[src/design/itst_pkg.sv]
package itst_pkg;
    localparam int ENTRIES = 64;
    localparam int ID_W = 6;
    localparam int ADDR_W = $clog2(ENTRIES);
    localparam int STAT_W = 32 + 64 + 64 + 64;
    localparam int STAMP_W = 64;
    localparam int CFG_IDX_W = 1;
    localparam logic [CFG_IDX_W-1:0] REG_ENABLE = 1'd0;
    localparam logic [CFG_IDX_W-1:0] REG_ACTIVE = 1'd1;
    localparam logic FUNC_START = 1'b0;
    localparam logic FUNC_END = 1'b1;

    typedef struct packed {
        logic [31:0] calls;
        logic [63:0] total;
        logic [63:0] lo;
        logic [63:0] hi;
    } stats_t;
endpackage

[src/design/itst_div.sv]
module itst_div (
    input  logic        clk,
    input  logic        rst_n,
    input  logic        start,
    input  logic [63:0] dividend,
    input  logic [31:0] divisor,
    output logic        busy,
    output logic [63:0] quotient
);
    import itst_pkg::*;

    logic [63:0] quot_reg, quot_next;
    logic [31:0] rem_reg, rem_next;
    logic [31:0] dvs_reg, dvs_next;
    logic [6:0]  cnt_reg, cnt_next;
    logic [32:0] shifted;

    // one quotient bit a cycle, restoring
    always_comb
    begin
        quot_next = quot_reg;
        rem_next  = rem_reg;
        dvs_next  = dvs_reg;
        cnt_next  = cnt_reg;
        shifted   = {rem_reg, quot_reg[63]};
        if (start)
        begin
            quot_next = dividend;
            rem_next  = '0;
            dvs_next  = divisor;
            cnt_next  = 7'd64;
        end
        else if (cnt_reg != 7'd0)
        begin
            cnt_next = cnt_reg - 7'd1;
            if (shifted >= {1'b0, dvs_reg})
            begin
                rem_next  = 32'(shifted - {1'b0, dvs_reg});
                quot_next = {quot_reg[62:0], 1'b1};
            end
            else
            begin
                rem_next  = shifted[31:0];
                quot_next = {quot_reg[62:0], 1'b0};
            end
        end
    end

    always_ff @(posedge clk or negedge rst_n)
    begin
        if (!rst_n)
        begin
            cnt_reg <= '0;
        end
        else
        begin
            cnt_reg <= cnt_next;
        end
    end

    always_ff @(posedge clk)
    begin
        quot_reg <= quot_next;
        rem_reg  <= rem_next;
        dvs_reg  <= dvs_next;
    end

    assign busy     = (cnt_reg != 7'd0);
    assign quotient = quot_reg;
endmodule

[config.mk]
export PLATFORM = sky130hd
export DESIGN_NAME = itst_div
export DESIGN_NICKNAME = d
export VERILOG_FILES = /design/src/design/itst_pkg.sv /design/src/design/itst_div.sv
export SDC_FILE = /design/constraint.sdc
export NUM_CORES = 1
export LEC_CHECK = 0
export BUFFER_PORTS_ARGS = -buffer_cell sky130_fd_sc_hd__buf_2
export CAP_MARGIN = 20
export CORE_ASPECT_RATIO = 0.6
export CORE_UTILIZATION = 54
export DETAILED_ROUTE_END_ITERATION = 16
export GPL_ROUTABILITY_DRIVEN = 0
export PLACE_DENSITY = 0.89
export SLEW_MARGIN = 20
export SYNTH_ARGS = -nofsm -noshare
export SYNTH_HDL_FRONTEND = slang
export SYNTH_SLANG_ARGS = --single-unit
[constraint.sdc]
create_clock -name clk -period 3.5 [get_ports clk]
set_input_delay 0.525 -clock clk [delete_from_list [all_inputs] [get_ports clk]]
set_output_delay 0.525 -clock clk [all_outputs]
set_load 0.03 [all_outputs]
==> impl_results.md <==
- Status: completed
- Metal2 WL: 8100 um
- Core Util, Final: 68.4%
- Worst skew pair latency: 0.43 ns
- Hold crit path type: in -> reg
- Crit end category: primary output
- I/O pins: 164
- Vias/cell: 5.88
- Antenna diodes: 0
- Worst Setup Start Kind: flop
- Iteration-0 DRC Markers: 549
- CP Class: reg -> out
- XOR/XNOR Fraction of Synth Area: 3.68%
- Antenna violations before repair: 0
- Clock buffer count from CTS: 17
- Post-layout power: 6790 uW
- Final ANT Viol Nets: 0
- Worst path bufs/invs: 4
- Pre-Repair DR Iteration Count: 8
- Overflow after GRT: 0
- Register bit count reported by yosys: 135
- Top cell type by total area after synthesis: edfxtp_1
- First-pass GRT wire length: 29000 um
- Share of layout cells above drive strength 1: 32.7%
- Worst Path Required: 2.97 ns
- PortBufs: 163
- Top cells by area, synth: edfxtp_1, mux2_2, dfxtp_1, ha_1, nand2_1
- Die ar.: 14100 um^2
- Max VDD drop: 0.368 mV
- Peak Freq: 318 MHz
- Period minus WS final: 3.14 ns
- Clock tree buffer depth: 2
- Post-DP HPWL: 12700 um
- Setup Buffers After CTS: 0
- Post-Synth Adder-Cell Area: 5.87%
- Die height: 92.5 um
- Clock skew: 0.00998 ns
- Footprint of the multi-input gates: 3360 um^2
- Crit-path cells: inv_1 > ha_1 > nand2b_1 > or4_1 > nor2_1 > buf_4 > inv_2 > buf_2
- Largest register FFs: 64
- PwrDens: 759 nW/um^2
- Most frequent cells in the layout: buf_2, edfxtp_1, nand2_1
- Clock-pin transition on the worst setup and hold timing paths: 0.07 ns
- Yosys top cell area share: 39.1%
- Critical path arrival: 2.62 ns
- Vias: 5995
- Max stage delay on crit path: 0.48 ns
- Final Max Tran Viols: 0
- Asr flop ratio synth: 5.19%
- TritonCTS clock tree: built
- Setup WS pre-CTS: 0.509 ns
- RSZ-0062 raised after global routing: no
- GR Util All Layers: 26.3%
- Slew headroom: 51.8%
- Post-Syn Nets: 814
- Mux share of post-synthesis cell area: 9.77%
- Simple logic cell fraction of the synthesized area: 11.7%
- DR top layer: met4
- Final routed DRC violation total: 0
- Sequential area share after synthesis: 50.2%
- Critical path's top delay family: buffers and inverters
- Routed metal-1 wirelength: 8130 um
- Vias in the first global route: 5633
- Register area: 3700 um^2
- Synth-to-Final Area Change: 21.5%
- Max H-tree Level: 4
- Largest family of logic cells by synthesized area: compound AO/OA/AOI/OAI gates
- Placed insts: 987
- CTS sink cnt: 135
- Pleak: 0.00390 uW
- Post-Syn Area per Cell: 10.8 um^2
- Fillers: 969
- Largest net degree at the start of global routing: 141
- Max Cap Violations: 0
- Endpoints failing setup: 0
- Initial Util: 56.3%
- Most common cell after layout, fill and taps aside: buf_2
- Most common flop cell mapped by yosys: edfxtp_1
- Synthesized area: 7370 um^2
- DRT Wirelength: 18300 um
- Setup tns final: 0 ns
- Post-synthesis compound-gate area fraction: 14.5%
- Clock root buffer: clkbuf_16
- Hold Fails Final Rpt: 0
- Yosys cell types: 59
- Slowest cell on crit path: or4_1
- Core area: 13100 um^2
- Worst-path maximum fanout: 37
- FP Rows: 32
- Fin cells: 1020
- Layout Nets: 970
- Detail Route met3 WL: 1830 um
- DR WL/cell: 17.9 um
- Period utilization: 89.7%
- Setup WS post-layout: 0.359 ns
- Die Wd: 153 um
- EDFF count, synth: 96
- Synth Warn #: 0
- Syn Inst Count: 681
- Worst-Margin Slew: 0.722 ns
## where the power goes
part | switching [uW] | internal [uW] | leakage [uW] | total, uW
logic | 1640 | 980 | 0.00226 | 2620
clock network | 848 | 974 | 0.000299 | 1820
registers | 236 | 2110 | 0.00134 | 2350
## cell families after synthesis
kind of cell,after synthesis
simple gates,182
compound gates,156
flops,135
buf+inv,79
mux,64
fa+ha+maj,34
xor+xnor,31
## final timing paths
kind,from,endpoint,slack (ns),cells after the start
min in group asynchronous,rst_n,cnt_reg[1],0.49,2
worst max-delay path,cnt_reg[0],busy,0.36,8
worst min register to register,rem_reg[12],rem_reg[13],0.50,2
max in group asynchronous,rst_n,cnt_reg[3],2.85,2
worst max register to register,dvs_reg[1],rem_reg[23],0.39,11
worst min-delay path,divisor[10],dvs_reg[10],0.26,1
## final cells by class
cell class                      count  share of cell area, %
Sequential cell                   135                   41.3
Multi-Input combinational cell    467                   37.5
Timing Repair Buffer              171                   10.1
Clock buffer                       17                   4.75
Tap cell                          170                   2.37
Clock inverter                     15                   2.11
Inverter                           45                   1.89
## metal layers
layer / GRT usage (%) / vias to the layer above
met2: 39.5 / 330
met1: 36.8 / 2805
met3: 7.72 / 36
met5: 0 / -
li1: - / 2824
met4: 7.74 / 0
## synth_stat cells, drive strengths merged, types with 13 or more instances
cell type / count
nor2: 49
a311oi: 21
a211oi: 13
inv: 44
xnor2: 22
dfxtp: 32
mux2: 64
nand2: 66
ha: 33
o21ai: 21
clkbuf: 25
edfxtp: 96
a21oi: 46
## through the flow
stage,area (um^2),hold slack [ns]
after global routing,8960,0.248
after floorplan,7370,0.229
after detailed placement,8330,0.367
after global placement,8330,0.369
after CTS,8960,0.260
final,8960,0.263
## worst register-to-register path, stage by stage, from the launching register on
cell and delay [ns]:
edfxtp_1 0.35, inv_1 0.11, ha_1 0.34, nand2b_1 0.09, a21oi_1 0.31, o2111ai_2 0.19
a311oi_2 0.36, o211ai_2 0.16, nand2_1 0.38, buf_4 0.33, nor4b_1 0.09, a211o_1 0.29
## what timing repair did
| action | in CTS | in global routing |
|---|---|---|
| endpoints found under the hold margin | 7 | 0 |
| gates resized for setup | 0 | 0 |
| hold buffers | 1 | 0 |
Power figures use the tool's default switching activity.
