## src/design/itst_ram.sv

```systemverilog
module itst_ram #(
    parameter int WIDTH = 8,
    parameter int DEPTH = 16
) (
    input  logic                     clk,
    input  logic                     we,
    input  logic [$clog2(DEPTH)-1:0] waddr,
    input  logic [WIDTH-1:0]         wdata,
    input  logic [$clog2(DEPTH)-1:0] raddr,
    output logic [WIDTH-1:0]         rdata
);
    logic [WIDTH-1:0] mem [DEPTH];

    always_ff @(posedge clk)
    begin
        if (we)
        begin
            mem[waddr] <= wdata;
        end
        rdata <= mem[raddr];
    end
endmodule

```

## config.mk

```make
export PLATFORM = sky130hd
export DESIGN_NAME = itst_ram
export DESIGN_NICKNAME = d
export VERILOG_FILES = /design/src/design/itst_ram.sv
export SDC_FILE = /design/constraint.sdc
export NUM_CORES = 1
export LEC_CHECK = 0
export ABC_AREA = 1
export BUFFER_PORTS_ARGS = -buffer_cell sky130_fd_sc_hd__buf_4
export CORE_MARGIN = 2
export CORE_UTILIZATION = 35
export DETAILED_ROUTE_END_ITERATION = 12
export PLACE_DENSITY = 0.46
export SLEW_MARGIN = 30
export SYNTH_ARGS = -nofsm -noshare
export SYNTH_HDL_FRONTEND = slang
export SYNTH_SLANG_ARGS = --single-unit
```

## constraint.sdc

```tcl
create_clock -name clk -period 1.8 [get_ports clk]
set_clock_uncertainty 0.2 [all_clocks]
set_input_delay 0.27 -clock clk [delete_from_list [all_inputs] [get_ports clk]]
set_output_delay 0.27 -clock clk [all_outputs]
set_load 0.005 [all_outputs]
```

==> results.md, run 1 <==
* Worst path slowest cell: dfxtp_1
* Finished Core Util at 42.8%
* Maximum VDD drop at 647 uV
* Cell with the most instances after synthesis: nand2_1
* Largest net degree at the start of global routing at 65
* IO Pins at 26
* Die width at 132 microns
* WL per Instance at about 17 microns
* Clk sink count at 136
* Synth Warn # at 0
* Element type at the critical path start: flop
* F_max at around 720 MHz
* Synthesized netlist cell count at about 550
* Post-synth EDFFs at between 100 and 150
* CP Class: reg2out
* Seq/Total Area, Yosys at about 69%
* CTS resizes at 0
* Critical path's largest stage delay at approximately 0.37 ns
* Final setup TNS at 0 ns
* First-pass detailed-route iteration total at 4
* Routed wire length at 14.1 mm
* Synth top area share at about two thirds
* 1st-iter DRT viols at between 200 and 300
* CP endpoint kind: primary output
* Fin crit period at between 1 and 1.5 ns
* Leakage Power at 2.94 nW
* Initial antenna violation count at 0
* FP Rows at 46
* Clk buf depth at 2
* Die Span Y at 132 microns
* TritonCTS buffer count at 17
* Synth top area cells: edfxtp_1, nand2_1, nand3_1
* Fillers at between 1500 and 2000
* Family with the most delay on the worst path: flip-flops
* All-layer global routing usage at about 17%
* CP max FO at 1
* Total power draw at ~0.0073 W
* CTS tree: yes
* Max Slew Vio Count at 0
* Number of max-cap violations at 0
* Worst Path Required at roughly 1.3 ns
* H-Tree Depth at 4
* Clock root cell: clkbuf_16
* Via count at around 3700
* Worst skew pair latency at between 0.4 and 0.5 ns
* Synth unique cells at 12
* HP Class: in2reg
* Core region area at approximately 16000 sq um
* Placed Area at about 6300 sq um
* Number of global-route vias before repair at 3848
* Global-route wire length before repair at ~22 mm
* Outcome: finished, final reports clean
* Main flop type after synthesis: edfxtp_1
* CTS clk-pin slew, worst paths at ~0.06 ns
* Post-synthesis net count at 569
* Buffers on Ports at 25
* Overflow after GRT at 0
* Buf/Inv on CP at 1
* Worst-Margin Slew at around 0.54 ns
* Drt via density at around 4.5
* Post-synthesis average cell area at around 10 sq um
* Synth top cells by count: nand2_1, edfxtp_1, inv_1
* Final Setup Violations at 0
* Final Hold Viols at 0
* Share of layout cells above drive strength 1 at between 10 and 15%
* Async set or reset register ratio after synthesis at 0%
* Max_slew headroom at between 60 and 70%
* Synth-to-layout area growth at 18.8%
* Initial Utilization at 36.0%
* Layout net count at a little over 600
* Antenna Cells at 0
* Remaining antenna violation count at 0
* # DRC at 0
* Die ar. at about 18000 sq um
* DP HPWL at about 8.5 mm
* Synth area leader: edfxtp_1
* WP data arrival at approximately 0.92 ns
* Tcrit/Tclk final at ~77%
* GPL Wtd Cong at approximately 0.72
* Pwr per Cell Area at roughly 1100 nW/um^2
* Mapped cell area at 5770 sq um
* Design Area, Final at around 6900 sq um
* Worst path cell trace: buf_4
* RSZ-0062 raised after global routing: false
* Number of synthesized register bits at between 100 and 150
worst paths after layout:
check	slack, ns	depth (start not counted)	to	start
min	0.01	1	mem[7][3]	wdata[3]
max reg2reg	0.53	6	rdata[0]	mem[1][0]
min reg2reg	0.47	6	rdata[5]	mem[12][5]
max	0.41	1	rdata[7]	rdata[7]
what timing repair did:
| action | 4_1_cts | 5_1_grt |
|---|---|---|
| hold buffers | 1 | 0 |
| endpoints found under the hold margin | 7 | 0 |
| buffers inserted | 0 | 0 |
routing by layer:
metal	GRT usage, %	up-vias	wire length (microns)
met5	0	-	0
met3	3.92	14	361
li1	-	1858	-
met2	27.9	60	6920
met4	6.51	0	225
met1	22.5	1796	6540
cell usage in the layout, fill, tap and decap left out:
master         synthesis  layout
inv_1                100     100
edfxtp_1             128     128
clkinv_4               0       1
nand2_1              173     173
buf_12                 0       5
buf_4                  4      41
nor2_1                17      17
clkinvlp_4             0       4
nand3b_1               2       2
bufinv_16              0       2
nand3_1               97      97
clkbuf_16              0      17
clkinv_1               0       2
clkinv_2               0       6
dfxtp_1                8       8
inv_2                  2       2
dlygate4sd3_1          0       1
stage by stage:
stage | cells | hold slack, ns | setup slack, ns
floorplan | 551 | 0.169 | 0.379
finish | 822 | 0.0147 | 0.406
CTS | 822 | 0.00569 | 0.381
global route | 822 | 0.00802 | 0.365
detailed placement | 789 | 0.408 | 0.0936
global placement | 789 | 0.411 | 0.0761
logic make-up after synthesis:
kind of cell	synth area share, %
DFF	69.4
and+or+nand+nor	21.0
buffers and inverters	9.52
where the power goes:
group / total [W] / switching (W) / internal, W
registers: 0.00356 / 0.0000228 / 0.00354
clock network: 0.00331 / 0.00130 / 0.00201
logic: 0.000470 / 0.000310 / 0.000161
registers in the layout, summed over array words and instances (netlist names):
| name | cells |
|---|---|
| mem | 128 |
| rdata | 8 |
area by class of cell:
type                            count  area, sq um  share of cell area, %
Sequential cell                   136         4000                   58.4
Multi-Input combinational cell    289         1210                   17.7
Clock buffer                       17          425                   6.21
Timing Repair Buffer               47          418                   6.10
Inverter                          102          383                   5.59
Tap cell                          216          270                   3.95
Clock inverter                     15          136                   1.99
Note: power is estimated with default switching activity, not from simulation.
==> inputs of run 2 (changes only) <==
--- a/config.mk
+++ b/config.mk
@@ -10,7 +10,7 @@
 export CORE_MARGIN = 2
 export CORE_UTILIZATION = 35
 export DETAILED_ROUTE_END_ITERATION = 12
-export PLACE_DENSITY = 0.46
+export PLACE_DENSITY = 0.48
 export SLEW_MARGIN = 30
 export SYNTH_ARGS = -nofsm -noshare
 export SYNTH_HDL_FRONTEND = slang
==> constraint.sdc (replaced) <==
create_clock -name clk -period 1.1 [get_ports clk]
set_clock_uncertainty 0.2 [all_clocks]
set_input_delay 0.165 -clock clk [delete_from_list [all_inputs] [get_ports clk]]
set_output_delay 0.165 -clock clk [all_outputs]
set_load 0.005 [all_outputs]
==> run 2 against run 1 <==
Compared with the run above:
- global-route usage rose by 0.19 points
- the run now ends with setup timing left
- clock-buffer cell count increased by 13
- worst setup slack worse by 0.55 ns
- sequential cell count unchanged
- highest routed layer unchanged
- utilization grew 4.2 points
- final cell count rose by 2.7%
- sequential power rose by 65%
- die area stayed put
- register-to-register slack got worse by 0.57 ns
- final area is 9.8% higher
- critical path depth did not move
- non-clock buffer count grew 22
==> results.md, run 2 (same netlist as run 1, synthesis figures left out) <==
* Outcome: finished, violations left (was finished, final reports clean)
* Failing checks: setup timing
* Core region area at 16000 sq um (unchanged)
* Leakage Power at 3.19 nW (was 2.94 nW)
* Global-route wire length before repair at 22.3 mm (was 22.0 mm)
* Drt via density at 4.55 (was 4.54)
* Worst path cell trace: buf_6 (was buf_4)
* Tcrit/Tclk final at 113%
* Finished Core Util at 47.0% (was 42.8%)
* Layout net count at 633 (was 611)
* Clk buf depth at 2 (unchanged)
* Total power draw at 0.0123 W (was 0.00734 W)
* 1st-iter DRT viols at 349 (was 274)
* CP Class: reg2out (unchanged)
* IO Pins at 26 (unchanged)
* CP startpoint: rdata[7] (unchanged)
* Crit path depth at 1 (unchanged)
* Synth-to-layout area growth at 30.5% (was 18.8%)
* Clock root cell: clkbuf_16 (unchanged)
* Design Area, Final at 7520 sq um (was 6850 sq um)
* Worst r2r src: mem[1][7] (was mem[1][0])
* Worst path slowest cell: dfxtp_4 (was dfxtp_1)
* Remaining antenna violation count at 0 (unchanged)
* Fillers at 1538 (was 1615)
* HP Class: in2reg (unchanged)
* Fin crit period at 1.25 ns
* Die Span Y at 132 microns (unchanged)
* Register-to-Register Path Depth at 6 (unchanged)
* Biggest register: mem (unchanged)
* Hold slack at 0.0143 ns (was 0.0147 ns)
* DP HPWL at 9.40 mm (was 8.53 mm)
* Reg area at 4020 sq um (was 4000 sq um)
* F_max at 801 MHz
* Family with the most delay on the worst path: flip-flops (unchanged)
* First-pass detailed-route iteration total at 4 (unchanged)
* Largest net degree at the start of global routing at 46 (was 65)
* Element type at the critical path start: flop (unchanged)
* Worst Path Required at 0.73 ns (was 1.33 ns)
* CTS tree: yes (unchanged)
* Initial antenna violation count at 0 (unchanged)
* All-layer global routing usage at 17.4% (was 17.2%)
* WL per Instance at 17.0 microns (was 17.1 microns)
* Worst skew pair latency at 0.42 ns (about the same)
* RSZ-0062 raised after global routing: true (was false)
* Share of layout cells above drive strength 1 at 30.3% (was 12.9%)
* FP Rows at 46 (unchanged)
* Max FFs per register at 128 (unchanged)
* Antenna Cells at 0 (unchanged)
* Number of global-route vias before repair at 3751 (was 3848)
* Die ar. at 17500 sq um (unchanged)
* Number of max-cap violations at 0 (unchanged)
* TritonCTS buffer count at 17 (unchanged)
* Commonest non-fill, non-tap cells in the layout: nand2_1, edfxtp_1, inv_1 (unchanged)
* Regs by FF count: mem: 128 flops, rdata: 8 flops (unchanged)
* Routed wire length at 14.4 mm (was 14.1 mm)
* CP endpoint kind: primary output (unchanged)
* Maximum VDD drop at 1000 uV (was 647 uV)
* Multi-input logic area at 1670 sq um (was 1210 sq um)
* Buffers on Ports at 25 (unchanged)
* Die width at 132 microns (unchanged)
* Buf/Inv on CP at 1 (unchanged)
* GPL Wtd Cong at 0.819 (was 0.718)
* Pwr per Cell Area at 1640 nW/um^2 (was 1070 nW/um^2)
* Worst-Margin Slew at 0.349 ns (was 0.540 ns)
* Final setup TNS at -1.13 ns (was 0 ns)
* Crit path to: rdata[7] (unchanged)
* CP max FO at 1 (unchanged)
* Max_slew headroom at 76.7% (was 63.9%)
* CTS clk-pin slew, worst paths at 0.06 ns (about the same)
* Final Hold Viols at 0 (unchanged)
* WP data arrival at 0.88 ns (was 0.92 ns)
* # DRC at 0 (unchanged)
* Final Worst Setup Slack at -0.148 ns (was 0.406 ns)
* Overflow after GRT at 0 (unchanged)
* Reg-to-reg endpoint: rdata[7] (was rdata[0])
* Final Setup Violations at 15 (was 0)
* Via count at 3838 (was 3728)
* Worst hold stages at 4 (was 1)
* Clk sink count at 136 (unchanged)
* Placed Area at 6470 sq um (was 6280 sq um)
* Initial Utilization at 36.0% (unchanged)
* Commonest non-fill, non-tap cell in the layout: nand2_1 (unchanged)
* Reg-to-reg slack, setup at -0.04 ns (was 0.53 ns)
* Critical path's largest stage delay at 0.36 ns (was 0.37 ns)
* H-Tree Depth at 4 (unchanged)
* Max Slew Vio Count at 0 (unchanged)
-- run 2: through the flow --
stage,worst slack (ns),instances
finish,-0.148,844
global route,-0.171,844
CTS,-0.168,843
detailed placement,-0.381,802
global placement,-0.361,802
floorplan,-0.139,551
-- run 2: worst min-delay path by stage --
| stage | start | to |
|---|---|---|
| after global routing | raddr[3] | rdata[5] |
| after floorplan | wdata[0] | mem[0][0] |
| after global placement | raddr[3] | rdata[1] |
| after CTS | raddr[3] | rdata[4] |
| after detailed placement | raddr[3] | rdata[1] |
| final | raddr[3] | rdata[5] |
-- run 2: cell type report --
| type | instances | area share, % |
|---|---|---|
| clock buffer | 30 | 6.70 |
| sequential | 136 | 53.4 |
| inverter | 102 | 5.09 |
| tap | 216 | 3.59 |
| timing repair buffer | 69 | 8.28 |
| clock inverter | 2 | 0.798 |
| multi-input combinational | 289 | 22.2 |
-- run 2: layer usage --
layer / wire (microns) / global-route usage, % / up-vias
met5: 0 / 0 / -
met4: 370 / 7.83 / 0
met3: 385 / 3.69 / 22
met2: 6960 / 27.3 / 60
met1: 6670 / 23.2 / 1852
li1: - / - / 1904
-- run 2: where the power goes --
part | internal [W] | switching (W) | leakage [nW]
Sequential | 0.00580 | 0.0000524 | 1.22
Clock | 0.00352 | 0.00195 | 0.271
Combinational | 0.000385 | 0.000609 | 1.69
-- run 2: repair_timing --
item,in CTS,in global routing
endpoints found under the setup margin,16,16
hold endpoints to repair,134,3
gates resized for setup,57,36
pin swaps,22,25
setup buffers,0,0
hold buffers,9,2
